<file path="src/rtl/tcm_pkg.sv">
// Shared types and constants of the text console with mouse cursor.
// Used by the front, queue, back and top-level modules; depends on nothing.
`default_nettype none

package tcm_pkg;

	// Screen geometry.
	localparam int SCREEN_COLS = 80;
	localparam int SCREEN_ROWS = 25;
	localparam int CELL_COUNT  = SCREEN_COLS * SCREEN_ROWS;
	localparam int CELL_AW     = $clog2(CELL_COUNT);

	// Field widths set by the ports.
	localparam int COL_W  = 7;
	localparam int ROW_W  = 5;
	localparam int IDX_W  = 11;
	localparam int DATA_W = 16;
	localparam int SUM_W  = 9;

	// Reset place of the mouse cursor.
	localparam int MOUSE_HOME_COL = 40;
	localparam int MOUSE_HOME_ROW = 12;
	localparam int MOUSE_HOME_IDX = MOUSE_HOME_ROW * SCREEN_COLS + MOUSE_HOME_COL;

	// Character and attribute constants.
	localparam logic [7:0] CHAR_NULL    = 8'h00;
	localparam logic [7:0] CHAR_NEWLINE = 8'h0A;
	localparam logic [7:0] CHAR_SPACE   = 8'h20;
	localparam logic [7:0] ATTR_DEFAULT = 8'h07;

	// Input operation codes.
	localparam logic [1:0] OP_PUT   = 2'd0;
	localparam logic [1:0] OP_MOUSE = 2'd1;
	localparam logic [1:0] OP_READ  = 2'd2;

	// Queue between front and back.
	localparam int QUEUE_DEPTH = 2;
	localparam int QUEUE_PW    = $clog2(QUEUE_DEPTH);

	// Classified command kinds.
	typedef logic [2:0] cmd_kind_t;
	localparam cmd_kind_t KIND_NOP     = 3'd0;
	localparam cmd_kind_t KIND_PUT     = 3'd1;
	localparam cmd_kind_t KIND_NEWLINE = 3'd2;
	localparam cmd_kind_t KIND_MOUSE   = 3'd3;
	localparam cmd_kind_t KIND_READ    = 3'd4;

	// One classified command as it travels through the queue.
	typedef struct packed {
		cmd_kind_t          kind;
		logic [7:0]         char_code;
		logic signed [7:0]  delta_x;
		logic signed [7:0]  delta_y;
		logic [CELL_AW-1:0] cell_index;
	} cmd_t;

	// Cell address of a column and row.
	function automatic logic [CELL_AW-1:0] cell_addr(input logic [COL_W-1:0] col,
		input logic [ROW_W-1:0] row);
		cell_addr = CELL_AW'(row) * CELL_AW'(SCREEN_COLS) + CELL_AW'(col);
	endfunction

	// Swap the foreground and background nibbles of an attribute.
	function automatic logic [7:0] attr_swap(input logic [7:0] attr);
		attr_swap = {attr[3:0], attr[7:4]};
	endfunction

endpackage

`default_nettype wire

</file>
<file path="src/rtl/tcm_front.sv">
// Front part of the text console: takes input transfers and classifies them.
// Depends on tcm_pkg; feeds tcm_queue.
`default_nettype none

module tcm_front (
	input  wire logic                clk,
	input  wire logic                arst_n,
	input  wire logic                cmd_valid,
	output logic                     cmd_stall,
	input  wire logic [1:0]          operation,
	input  wire logic [7:0]          char_code,
	input  wire logic signed [7:0]   delta_x,
	input  wire logic signed [7:0]   delta_y,
	input  wire logic [10:0]         cell_index,
	output logic                     push_valid,
	output tcm_pkg::cmd_t            push_cmd,
	input  wire logic                push_ready
);
	import tcm_pkg::*;

	logic      valid_s1;
	cmd_t      cmd_s1;
	cmd_t      cmd_cls;
	logic      take;

	// The held command leaves when the queue has room.
	assign cmd_stall  = valid_s1 && !push_ready;
	assign take       = cmd_valid && !cmd_stall;
	assign push_valid = valid_s1;
	assign push_cmd   = cmd_s1;

	// Sort the operation into the work the back part must do.
	always_comb begin
		cmd_cls.char_code  = char_code;
		cmd_cls.delta_x    = delta_x;
		cmd_cls.delta_y    = delta_y;
		cmd_cls.cell_index = CELL_AW'(cell_index);
		case (operation)
			OP_PUT: begin
				if (char_code == CHAR_NULL)
					cmd_cls.kind = KIND_NOP;
				else if (char_code == CHAR_NEWLINE)
					cmd_cls.kind = KIND_NEWLINE;
				else
					cmd_cls.kind = KIND_PUT;
			end
			OP_MOUSE: cmd_cls.kind = KIND_MOUSE;
			OP_READ: begin
				if (cell_index < IDX_W'(CELL_COUNT))
					cmd_cls.kind = KIND_READ;
				else
					cmd_cls.kind = KIND_NOP;
			end
			default: cmd_cls.kind = KIND_NOP;
		endcase
	end

	// Stage register for one classified command.
	always_ff @(posedge clk or negedge arst_n) begin
		if (!arst_n) begin
			valid_s1 <= 1'b0;
		end else if (take) begin
			valid_s1 <= 1'b1;
		end else if (push_ready) begin
			valid_s1 <= 1'b0;
		end
	end

	always_ff @(posedge clk) begin
		if (take) begin
			cmd_s1 <= cmd_cls;
		end
	end

endmodule

`default_nettype wire

</file>
<file path="config.mk">
export PLATFORM = sky130hd
export DESIGN_NAME = tcm_front
export DESIGN_NICKNAME = d
export VERILOG_FILES = /design/src/rtl/tcm_pkg.sv /design/src/rtl/tcm_front.sv
export SDC_FILE = /design/constraint.sdc
export NUM_CORES = 1
export LEC_CHECK = 0
export ABC_AREA = 1
export BUFFER_PORTS_ARGS = -buffer_cell sky130_fd_sc_hd__buf_2
export CAP_MARGIN = 20
export CORE_UTILIZATION = 36
export CTS_CLUSTER_SIZE = 8
export DETAILED_ROUTE_END_ITERATION = 7
export PLACE_DENSITY_LB_ADDON = 0.25
export SETUP_SLACK_MARGIN = 0.02
export SKIP_LAST_GASP = 1
export SLEW_MARGIN = 15
export SYNTH_ARGS = -nofsm -noshare
export SYNTH_HDL_FRONTEND = slang
export SYNTH_SLANG_ARGS = --single-unit
</file>
<file path="constraint.sdc">
create_clock -name clk -period 2.8 [get_ports clk]
set_input_delay 0.42 -clock clk [delete_from_list [all_inputs] [get_ports clk]]
set_output_delay 0.42 -clock clk [all_outputs]
set_load 0.01 [all_outputs]
</file>
Word-level counts from Yosys, hierarchy flattened

Index checks and enable logic that the tools add are counted.

Bits in registers: 39
Latch bits: 0
Bits in writable memories: 0
Memory bits (read-only): 0
Memories kept: 0

Add/sub/neg operators: 0
Multipliers: 0
Div/mod/pow operators: 0
Order comparisons: 1
Equal/unequal tests: 3
Shifts and indexed selects: 0
Mux-type cells: 6
Bitwise gates (word level): 0
Reduce and logical (&&, ||, !) cells: 7

Operators with widths:

| kind                                          | count |
|---|---|
| < comparator 11 bit, second input constant    | 1 |
| one-hot mux 3 bit (3 select lines)            | 1 |
| == test 8 x 4 -> 1 bit, second input constant | 1 |
| logical NOT 8 bit                             | 1 |
| 2-to-1 mux 2 bit                              | 2 |
| 2-to-1 mux 3 bit                              | 1 |
| == test 2 x 1 -> 1 bit, second input constant | 1 |
| == test 2 bit, second input constant          | 1 |
| logical AND 1 bit                             | 2 |
| logical NOT 1 bit                             | 2 |
| logical NOT 2 bit                             | 1 |
| 2-to-1 mux 1 bit                              | 2 |
| nonzero test 2 bit                            | 1 |

Longest topological paths before layout

Word-level depth: 5
Mapped depth: 6
Depth with buffers taken out: 6

Worst setup path after synthesis

Ideal clock, no wire load.

Path kind: input to register
From: input port push_ready
To: register cmd_s1, in the netlist push_cmd[0], enable pin
Library setup time: 0.433 ns
Data arrival time: 2.192 ns
Required time: 2.367 ns
Setup slack: 0.174 ns
Stages on the path: 4
Cells stage by stage: inv_1 nand2_1 inv_1 nor2_1

Cells in the longest elaborated chain, start to end: 4

Ends and longest elaborated chain:

| element                | line            | source |
|---|---|---|
| start: declaration     | tcm_front.sv:17 | `input wire logic push_ready` |
| logical NOT 1 bit      | tcm_front.sv:27 | `assign cmd_stall = valid_s1 && !push_ready;` |
| logical AND 1 bit      | tcm_front.sv:27 |  |
| via cmd_stall          | tcm_front.sv:9  | `output logic cmd_stall,` |
| logical NOT 1 bit      | tcm_front.sv:28 | `assign take = cmd_valid && !cmd_stall;` |
| logical AND 1 bit      | tcm_front.sv:28 |  |
| via take               | tcm_front.sv:24 | `logic take;` |
| end signal: assignment | tcm_front.sv:71 | `cmd_s1 <= cmd_cls;` |
| end: declaration       | tcm_front.sv:22 | `cmd_t cmd_s1;` |

The timed path passes the listed nets, and every way through them passes these cells.
A chain may end at the register's enable or synchronous reset.

Worst setup path in the final report

From: register valid_s1, in the netlist push_valid
To: output port cmd_stall

Cells in the longest elaborated chain, start to end: 1

Ends and longest elaborated chain:

| element                  | line            | source |
|---|---|---|
| start: declaration       | tcm_front.sv:21 | `logic valid_s1;` |
| start signal: assignment | tcm_front.sv:61 | `valid_s1 <= 1'b0;` |
| start signal: assignment | tcm_front.sv:63 | `valid_s1 <= 1'b1;` |
| start signal: assignment | tcm_front.sv:65 | `valid_s1 <= 1'b0;` |
| logical AND 1 bit        | tcm_front.sv:27 |  |
| end: declaration         | tcm_front.sv:9  |  |

No other way between the ends.

==> flow_summary.toml <==
[run_status]
outcome = "completed"

[detailed_routing]
wl_per_cell_um = 10.7
vias = 882
drc = 0
routed_wl_mm = 2.25
routed_via_density = 4.20
drt_first_pass_iters = 4
drt_iter0_markers = 21
ant_nets = 0

[place]
port_buffers = 80
placed_area_mm2 = 0.00178
dp_slack_ns = 1.27
dpl.hpwl_mm = 1.71
gp_congestion = 0.641

[synthesis]
ys_ff_latch = 39
synth-compound-area-share_pct = 0.766
syn-cell-area_mm2 = 0.00131
yosysWarningCount = 0
yosys-mux-area-fraction_pct = 0
synthAdderAreaFrac_pct = 0
synthSimpleGateAreaFrac_pct = 6.60
synth-xor-area-share_pct = 0
synth.net_count = 115
ys_types = 9
yosysSeqAreaShare_pct = 89.2
synthCells = 74
synth_top_family_by_area = "simple AND/OR/NAND/NOR gates"
avgSynthCellArea_um2 = 17.7

[sta]
finalClockSkew_ns = 0.00894
hold_viol = 0
finalSetupTns_ns = 0
worst_slew_pin_slew_ns = 0.458
slew_viol_final = 0
grt_setup_unrepaired = "no"
whs_ns = 0.258
period_needed_ns = 1.43
layout_setup_ws_ns = 1.37
setup_violations = 0
period_share_pct = 51.0
max_slew_margin_pct = 69.5
max_clock_freq_ghz = 0.700

[worst_setup_path]
cp_num_cells = 3
cp-start-kind = "flip-flop"
r2r.worst_path.cells = 4
path_delay_family = "flip-flops"
path_buf_inv = 2
end_kind = "primary output"
critPathMaxFanout = 2
crit_slowest_cell = "dfrtp_1"
critPathKind = "flip-flop to primary output"
cp.required_ns = 2.38
path_cells = "nand2_1, inv_1, buf_2"
max_stage_delay_ns = 0.39
critPathArrivalTime_ns = 1.01

[min_path]
hold_class = "input port to flip-flop"
holdPathStages = 1

[grt]
first_global_vias = 885
overflow = 0
grt_pass1_wl_mm = 3.78
grt_max_degree = 39
grt_usage_pct = 13.3
antenna_found_initial = 0

[clocking]
root_buffer = "clkbuf_4"
cts_setup_buffers = 0
cts.sinks = 39
insertion_delay_ns = 0.33
numCtsBuffers = 5
ctsLongestPathBuffers = 2
cts.hold.buffers_added = 1
htreeDepth = 2
ctsResizeCount = 0
cts.clk_slew.worst_paths_ns = 0.10
tritoncts = "done"

[power]
p_comb_share_pct = 10.1
power_w = 0.00104
clock_power_share_pct = 24.1
peakVddDrop_mv = 0.351
p_leak_nw = 0.836
p_sw_share_pct = 21.5
power.density_mw_per_mm2 = 567
p_int_w = 0.000819
power.share.sequential_pct = 65.8
power.switching_w = 0.000224

[final_layout]
drive_gt1_share_pct = 53.7
nFillCells = 308
area_growth_pct = 40.7
final_cell_mix = "buf_2, edfxtp_1, inv_1, nand2_1, clkbuf_4"
multi_input_comb_area_um2 = 104
mostFrequentLayoutCell = "buf_2"
antenna_cells = 0
layout.nets = 204
final_cell_area_mm2 = 0.00184
regArea_mm2 = 0.00117

[floorplanning]
ioPinCount = 81
rows = 21
start_util_pct = 38.3
dieWidth_um = 62.3
core_mm2 = 0.00342
dieArea_mm2 = 0.00388
die_height_um = 62.3

[run]
drv_cap = 0
[path summary, 6_finish.rpt]
| check | startpoint | endpoint | slack, ns |
|---|---|---|---|
| setup / recovery | push_valid | cmd_stall | 1.37 |
| hold / removal | cell_index[1] | push_cmd[1] | 0.26 |
| setup reg to reg | push_valid | push_cmd[32] | 1.42 |
| hold reg to reg | push_valid | push_valid | 0.51 |
| max in group asynchronous | arst_n | push_valid | 2.32 |
| min in group asynchronous | arst_n | push_valid | 0.40 |
[layout make-up]
cell class / count / area share, %
sequential: 39 / 63.4
timing repair buffer: 82 / 22.7
multi-input combinational: 23 / 5.65
tap: 46 / 3.13
inverter: 12 / 2.45
clock buffer: 6 / 2.24
clock inverter: 2 / 0.408
[state kept, by name, summed over array words and instances (netlist names)]
| register | cells |
|---|---|
| push_cmd | 38 |
| push_valid | 1 |
[cells in the mapped netlist]
master | instances | area [µm²]
edfxtp_1 | 38 | 1140
o21ai_0 | 2 | 10.0
nor2_1 | 5 | 18.8
nand2_1 | 12 | 45.0
dfrtp_1 | 1 | 25.0
nand3_1 | 2 | 10.0
nand4_1 | 1 | 6.26
inv_1 | 12 | 45.0
nor2_2 | 1 | 6.26
[metrics by stage]
step	utilization, %	cells
finish	53.8	210
CTS	53.8	210
global placement	52.1	201
detailed placement	52.1	201
global route	53.8	210
floorplan	-	74
[kinds of logic after synthesis]
group,count (synthesis)
flops,39
simple gates,21
compound gates,2
buf+inv,12
[power by group through the flow]
stage / clock network, W / registers [W] / logic (W)
2_1_floorplan: 0 / 0.000719 / 0.0000210
5_1_grt: 0.000286 / 0.000690 / 0.000116
3_5_place_dp: 0 / 0.000699 / 0.000106
3_3_place_gp: 0 / 0.000698 / 0.000103
4_1_cts: 0.000263 / 0.000687 / 0.000107
6_report: 0.000251 / 0.000686 / 0.000105
[worst register-to-register path, stage by stage (launching register included)]
cell and delay, ns:
dfrtp_1 0.39, nand2_1 0.09, inv_1 0.08, nor2_4 0.07, buf_4 0.40
[routing by layer]
layer | GRT usage (%) | vias up | part of all wire, %
li1 | - | 437 | -
met1 | 13.6 | 391 | 38
met2 | 23.1 | 49 | 50
met3 | 5.88 | 5 | 9.8
met4 | 6.10 | 0 | 2.0
met5 | 0 | - | 0
(Power assumes the default switching activity.)
