<file path="src/rtl/tcm_pkg.sv">
// Shared types and constants of the text console with mouse cursor.
// Used by the front, queue, back and top-level modules; depends on nothing.
`default_nettype none

package tcm_pkg;

	// Screen geometry.
	localparam int SCREEN_COLS = 80;
	localparam int SCREEN_ROWS = 25;
	localparam int CELL_COUNT  = SCREEN_COLS * SCREEN_ROWS;
	localparam int CELL_AW     = $clog2(CELL_COUNT);

	// Field widths set by the ports.
	localparam int COL_W  = 7;
	localparam int ROW_W  = 5;
	localparam int IDX_W  = 11;
	localparam int DATA_W = 16;
	localparam int SUM_W  = 9;

	// Reset place of the mouse cursor.
	localparam int MOUSE_HOME_COL = 40;
	localparam int MOUSE_HOME_ROW = 12;
	localparam int MOUSE_HOME_IDX = MOUSE_HOME_ROW * SCREEN_COLS + MOUSE_HOME_COL;

	// Character and attribute constants.
	localparam logic [7:0] CHAR_NULL    = 8'h00;
	localparam logic [7:0] CHAR_NEWLINE = 8'h0A;
	localparam logic [7:0] CHAR_SPACE   = 8'h20;
	localparam logic [7:0] ATTR_DEFAULT = 8'h07;

	// Input operation codes.
	localparam logic [1:0] OP_PUT   = 2'd0;
	localparam logic [1:0] OP_MOUSE = 2'd1;
	localparam logic [1:0] OP_READ  = 2'd2;

	// Queue between front and back.
	localparam int QUEUE_DEPTH = 2;
	localparam int QUEUE_PW    = $clog2(QUEUE_DEPTH);

	// Classified command kinds.
	typedef logic [2:0] cmd_kind_t;
	localparam cmd_kind_t KIND_NOP     = 3'd0;
	localparam cmd_kind_t KIND_PUT     = 3'd1;
	localparam cmd_kind_t KIND_NEWLINE = 3'd2;
	localparam cmd_kind_t KIND_MOUSE   = 3'd3;
	localparam cmd_kind_t KIND_READ    = 3'd4;

	// One classified command as it travels through the queue.
	typedef struct packed {
		cmd_kind_t          kind;
		logic [7:0]         char_code;
		logic signed [7:0]  delta_x;
		logic signed [7:0]  delta_y;
		logic [CELL_AW-1:0] cell_index;
	} cmd_t;

	// Cell address of a column and row.
	function automatic logic [CELL_AW-1:0] cell_addr(input logic [COL_W-1:0] col,
		input logic [ROW_W-1:0] row);
		cell_addr = CELL_AW'(row) * CELL_AW'(SCREEN_COLS) + CELL_AW'(col);
	endfunction

	// Swap the foreground and background nibbles of an attribute.
	function automatic logic [7:0] attr_swap(input logic [7:0] attr);
		attr_swap = {attr[3:0], attr[7:4]};
	endfunction

endpackage

`default_nettype wire

</file>
<file path="src/rtl/tcm_queue.sv">
// Short command queue between the front and back parts of the text console.
// Depends on tcm_pkg.
`default_nettype none

module tcm_queue (
	input  wire logic           clk,
	input  wire logic           arst_n,
	input  wire logic           push_valid,
	input  wire tcm_pkg::cmd_t  push_cmd,
	output logic                push_ready,
	output logic                pop_valid,
	output tcm_pkg::cmd_t       pop_cmd,
	input  wire logic           pop
);
	import tcm_pkg::*;

	cmd_t                 slot_q [QUEUE_DEPTH];
	logic [QUEUE_PW-1:0]  wr_ptr_q;
	logic [QUEUE_PW-1:0]  rd_ptr_q;
	logic [QUEUE_PW:0]    count_q;
	logic                 do_push;
	logic                 do_pop;

	assign push_ready = count_q != (QUEUE_PW + 1)'(QUEUE_DEPTH);
	assign pop_valid  = count_q != '0;
	assign pop_cmd    = slot_q[rd_ptr_q];
	assign do_push    = push_valid && push_ready;
	assign do_pop     = pop && pop_valid;

	// Pointers and fill count.
	always_ff @(posedge clk or negedge arst_n) begin
		if (!arst_n) begin
			wr_ptr_q <= '0;
			rd_ptr_q <= '0;
			count_q  <= '0;
		end else begin
			if (do_push) begin
				wr_ptr_q <= (wr_ptr_q == QUEUE_PW'(QUEUE_DEPTH - 1)) ? '0 : wr_ptr_q + 1'b1;
			end
			if (do_pop) begin
				rd_ptr_q <= (rd_ptr_q == QUEUE_PW'(QUEUE_DEPTH - 1)) ? '0 : rd_ptr_q + 1'b1;
			end
			if (do_push && !do_pop) begin
				count_q <= count_q + 1'b1;
			end else if (do_pop && !do_push) begin
				count_q <= count_q - 1'b1;
			end
		end
	end

	// Entry storage.
	always_ff @(posedge clk) begin
		if (do_push) begin
			slot_q[wr_ptr_q] <= push_cmd;
		end
	end

endmodule

`default_nettype wire

</file>
<file path="config.mk">
export PLATFORM = sky130hd
export DESIGN_NAME = tcm_queue
export DESIGN_NICKNAME = d
export VERILOG_FILES = /design/src/rtl/tcm_pkg.sv /design/src/rtl/tcm_queue.sv
export SDC_FILE = /design/constraint.sdc
export NUM_CORES = 1
export LEC_CHECK = 0
export BUFFER_PORTS_ARGS = -buffer_cell sky130_fd_sc_hd__buf_2
export CAP_MARGIN = 0
export CORE_AREA = 10 10 92 94
export CTS_CLUSTER_DIAMETER = 150
export DETAILED_ROUTE_END_ITERATION = 10
export DIE_AREA = 0 0 102 104
export PLACE_DENSITY_LB_ADDON = 0.1
export SLEW_MARGIN = 20
export SYNTH_ARGS = -nofsm -noshare
export SYNTH_HDL_FRONTEND = slang
export SYNTH_SLANG_ARGS = --single-unit
</file>
<file path="constraint.sdc">
create_clock -name clk -period 2.6 [get_ports clk]
set_clock_uncertainty 0.15 [all_clocks]
set_input_delay 0.39 -clock clk [delete_from_list [all_inputs] [get_ports clk]]
set_output_delay 0.39 -clock clk [all_outputs]
set_load 0.01 [all_outputs]
</file>
Yosys cells after proc, flatten, opt, wreduce, memory -nomap -nowiden
Memory sizes are Yosys's and may differ from the RTL's.
Index checks and enable logic that the tools add are counted.
- bits in writable memories: 76
- memories: 1
- output and inout bits: 40
- input bits: 42
- ROM bits: 0
- register bits after elaboration: 4
- word-level logic and storage cells: 23
- latch bits: 0
- memory list (name ; depth ; width ; read ports ; clocked after Yosys merged registers in ; wr ports ; RTL line ; RTL):
    slot_q ; 2 ; 38 ; 1 ; 0 ; 1 ; tcm_queue.sv:17 ; cmd_t slot_q [QUEUE_DEPTH];
- bitwise logic cells: 0
- shift operators: 0
- multiplexer cells: 6
- magnitude comparators: 0
- reductions and logical operators: 8
- $add $sub $neg: 4
- div/mod/pow operators: 0
- multipliers: 0
- equal/unequal tests: 1
- operator list (kind ; number):
    1-bit logical AND ; 4
    1-bit 2-to-1 mux ; 4
    2-bit 2-to-1 mux ; 2
    2-bit nonzero test ; 2
    1-bit adder (second input constant) ; 2
    2-bit by 1-bit adder with 2-bit output (second input constant) ; 1
    1-bit logical NOT ; 2
    2-bit != test (second input constant) ; 1
    2-bit by 1-bit subtractor with 2-bit output (second input constant) ; 1

Depth between registers and ports, before layout
- word-level depth: 6
- gate-level depth with buffers: 7

Worst setup path before layout
OpenSTA, ideal clock, no wires.
- path type: register to register
- start: register count_q[0]
- end: memory slot_q[0][0] in the netlist's numbering (enable)
- clock period less this slack: 2.885 ns
- slack: -0.285 ns
- cell stages (with the launch flop): 4
- arrival time: 2.302 ns
- required time: 2.017 ns
- cell sequence: dfrtp_1 > nand2b_1 > nand2_1 > nor2_1
- word-level cells in the longest chain between the ends: 4
- ends and longest elaborated chain (what ; RTL line ; RTL):
    start, declared ; tcm_queue.sv:20 ; logic [QUEUE_PW:0] count_q;
    start signal, assigned ; tcm_queue.sv:44 ; count_q <= count_q + 1'b1;
    start signal, assigned ; tcm_queue.sv:46 ; count_q <= count_q - 1'b1;
    2-bit != test ; tcm_queue.sv:24 ; assign push_ready = count_q != (QUEUE_PW + 1)'(QUEUE_DEPTH);
    via push_ready ; tcm_queue.sv:10 ; output logic push_ready,
    1-bit logical AND ; tcm_queue.sv:27 ; assign do_push = push_valid && push_ready;
    1-bit 2-to-1 mux ; tcm_queue.sv:53 ; if (do_push) begin
    1-bit 2-to-1 mux (not written as such) ; tcm_queue.sv:54 ; slot_q[wr_ptr_q] <= push_cmd;
    end, declared ; tcm_queue.sv:17 ;
The timed path passes the listed nets, and every way through them passes these cells.

==> metrics.md <==
| Metric | Value |
|---|---|
| Initial DRC Count | `25` |
| Largest net degree at the start of global routing | `23` |
| Crit. Startpoint | `rd_ptr_q$_DFFE_PN0P_` |
| Top cells by area, synth | `edfxtp_1 (77%), mux2_2 (11%), mux2_4 (5.0%), dfrtp_1 (3.4%), xnor2_1 (0.88%)` |
| Share of layout cells above drive strength 1 | `0.598` |
| Placed wire-length estimate | `3990 um` |
| Fin crit period | `2.04 ns` |
| Leakage | `0.00144 uW` |
| Largest family of logic cells by synthesized area | `multiplexers` |
| Synth Area in Adders | `0.00419` |
| Seq pwr share | `0.463` |
| Crit path max fanout | `22` |
| RSZ-0062 raised after global routing | `no` |
| Final hold slack | `0.0950 ns` |
| Number of synthesized flops with an enable pin | `76` |
| Post-synth top area share | `0.765` |
| Core area | `6680 um2` |
| Crit end category | `output pin` |
| Net Count, Synth | `179` |
| Placer congestion estimate | `0.715` |
| Design Power | `3990 uW` |
| Ant diodes | `0` |
| Worst-path clk slew | `0.07 ns` |
| Vias in the first global route | `1686` |
| Worst Path Required | `2.06 ns` |
| Synthesized flop and latch total | `80` |
| Max-slew headroom | `0.693` |
| WL/cell | `16.9 um` |
| Slew @ Worst Pin | `0.461 ns` |
| Count of cell types in the netlist | `16` |
| Top_reg_cell synth | `edfxtp_1` |
| Sw Share | `0.289` |
| DR pass1 iterations | `4` |
| Met2 usage in global routing | `0.172` |
| Mapped Cells | `136` |
| Slew Limit Fails | `0` |
| Via count | `1491` |
| Global Route Usage Sum | `0.103` |
| Internal Power | `2830 uW` |
| WP data arrival | `1.50 ns` |
| FMAX | `489 MHz` |
| First-pass GRT wire length | `8290 um` |
| Clock Sinks | `80` |
| # rows | `30` |
| Vert. Die Dim | `104 um` |
| DR DRC count | `0` |
| Clk pwr share | `0.205` |
| Commonest cells in the netlist | `edfxtp_1 (76), mux2_2 (28), mux2_4 (10)` |
| Clock Latency Late Sink | `0.33 ns` |
| Htree depth | `3` |
| Mux contribution to synthesized area | `0.156` |
| Place WS | `0.712 ns` |
| Nets | `273` |
| Port Buffers | `81` |
| Complex-gate fraction of the synthesized area | `0` |
| Final Cycle Share | `0.786` |
| Via-per-instance ratio | `4.75` |
| Top-count cell post-synth | `edfxtp_1` |
| Setup TNS | `0 ns` |
| Die width | `102 um` |
| Hold path startpoint | `push_cmd[30]` |
| Power Density | `1080 nW/um2` |
| Synth-to-Final Area Change | `23.8%` |
| Clk buf depth | `2` |
| GRT overflow | `0` |
| I/O pin count | `82` |
| Die ar. | `10600 um2` |
| Max-Cap Viols | `0` |
| Post-CTS sizing | `0` |
| Combinational power share | `0.331` |
| Status | `completed` |
| Starting Density | `0.446` |
| Crit Path Class | `register to output pin` |
| RR Startpoint | `count_q[0]$_DFFE_PN0P_` |
| Worst IR Drop VDD | `441 uV` |
| Sw Pwr | `1150 uW` |
| Most used routing layer | `met2` |
| Dominant cell type by area after synthesis | `edfxtp_1` |
| Setup WS post-layout | `0.556 ns` |
| Final hold vios | `0` |
| Async S/R FF share, synth | `0.0500` |
| Final ANT Viol Nets | `0` |
| CTS tree | `built` |
| Crit start category | `register` |
| Met1 GRT Util | `0.103` |
| Register area share after synthesis | `0.799` |
| Synth Area in Simple Gates | `0.0113` |
| XOR/XNOR Fraction of Synth Area | `0.0147` |
| Initial antenna violation count | `0` |
| Routed wire length | `5300 um` |
| Synth Cell Area | `2980 um2` |
| Syn. warnings | `0` |
| Syn Area/Cell | `21.9 um2` |
| # fillers | `551` |
| Setup-failing EPs final | `0` |
| TritonCTS Buffers | `9` |
| CTS root buffer | `clkbuf_8` |
| Met3 Usage GRT | `0.0472` |
| Hold Path Class | `input port to register` |
## final timing paths
check / slack, ns / end / depth (start not counted)
min: 0.09 / slot_q[1][30]$_DFFE_PP_ / 1
max in group asynchronous: 1.93 / rd_ptr_q$_DFFE_PN0P_ / 2
min in group asynchronous: 0.24 / wr_ptr_q$_DFFE_PN0P_ / 2
max: 0.56 / pop_cmd[11] / 3
min reg2reg: 0.36 / count_q[1]$_DFFE_PN0P_ / 1
max reg2reg: 0.74 / slot_q[0][23]$_DFFE_PP_ / 4
## flip-flops by register name, indices dropped and copies added, names as in the netlist
name and flops:
wr_ptr_q 1, count_q 2, rd_ptr_q 1, slot_q 76
## cell usage in the layout, fill, tap and decap left out
cell type,netlist,layout
buf_2,0,81
buf_12,0,1
xor2_1,2,2
xnor2_1,3,3
nand2_1,2,2
nor2_1,2,1
dfrtp_2,0,1
clkbuf_8,0,9
dfrtp_1,4,3
clkbuf_1,0,1
and3_2,0,1
nor2_4,0,1
bufinv_16,0,1
ha_1,1,1
mux2_2,28,28
clkinv_1,0,1
mux2_4,10,10
inv_1,1,1
dlygate4sd3_1,0,1
clkinv_2,0,3
buf_4,2,4
edfxtp_1,76,76
nand2b_1,1,1
or2_1,1,1
## layer usage
metal	up-vias	routed length (um)
li1	717	-
met1	709	2020
met2	55	2710
met3	10	479
met4	0	94
met5	-	0
## logic make-up after synthesis
logic type | count (synthesis)
flops | 80
fa+ha+maj | 1
xor+xnor | 5
simple gates | 7
mux | 38
buf+inv | 5
## critical path, stage by stage (launching register included)
cell and delay (ns):
dfrtp_2 0.35, buf_4 0.30, mux2_2 0.38, buf_2 0.15
## metrics by stage
stage / util / cells / instance area [um2]
finish: 0.553 / 314 / 3690
global route: 0.553 / 314 / 3690
CTS: 0.553 / 314 / 3690
detailed placement: 0.525 / 298 / 3510
global placement: 0.525 / 298 / 3510
floorplan: - / 136 / 2990
## power groups by stage
stage	clock network [uW]	logic [uW]	registers (uW)
6_report	819	1320	1850
4_1_cts	845	1370	1850
5_1_grt	909	1450	1870
3_3_place_gp	0	1330	1860
2_1_floorplan	0	897	1860
3_5_place_dp	0	1360	1880
## what timing repair did
action                    CTS  global route
hold endpoints to repair    4             0
buffers inserted            0             0
hold buffers                1             0
## final cells by class
type,instances,area (um2),area share
multi-input combinational,51,564,0.153
timing repair buffer,87,465,0.126
inverter,1,3.75,0.00102
tap,80,100,0.0271
clock buffer,10,128,0.0346
sequential,80,2380,0.645
clock inverter,5,48.8,0.0132
Power figures use the tool's default switching activity.
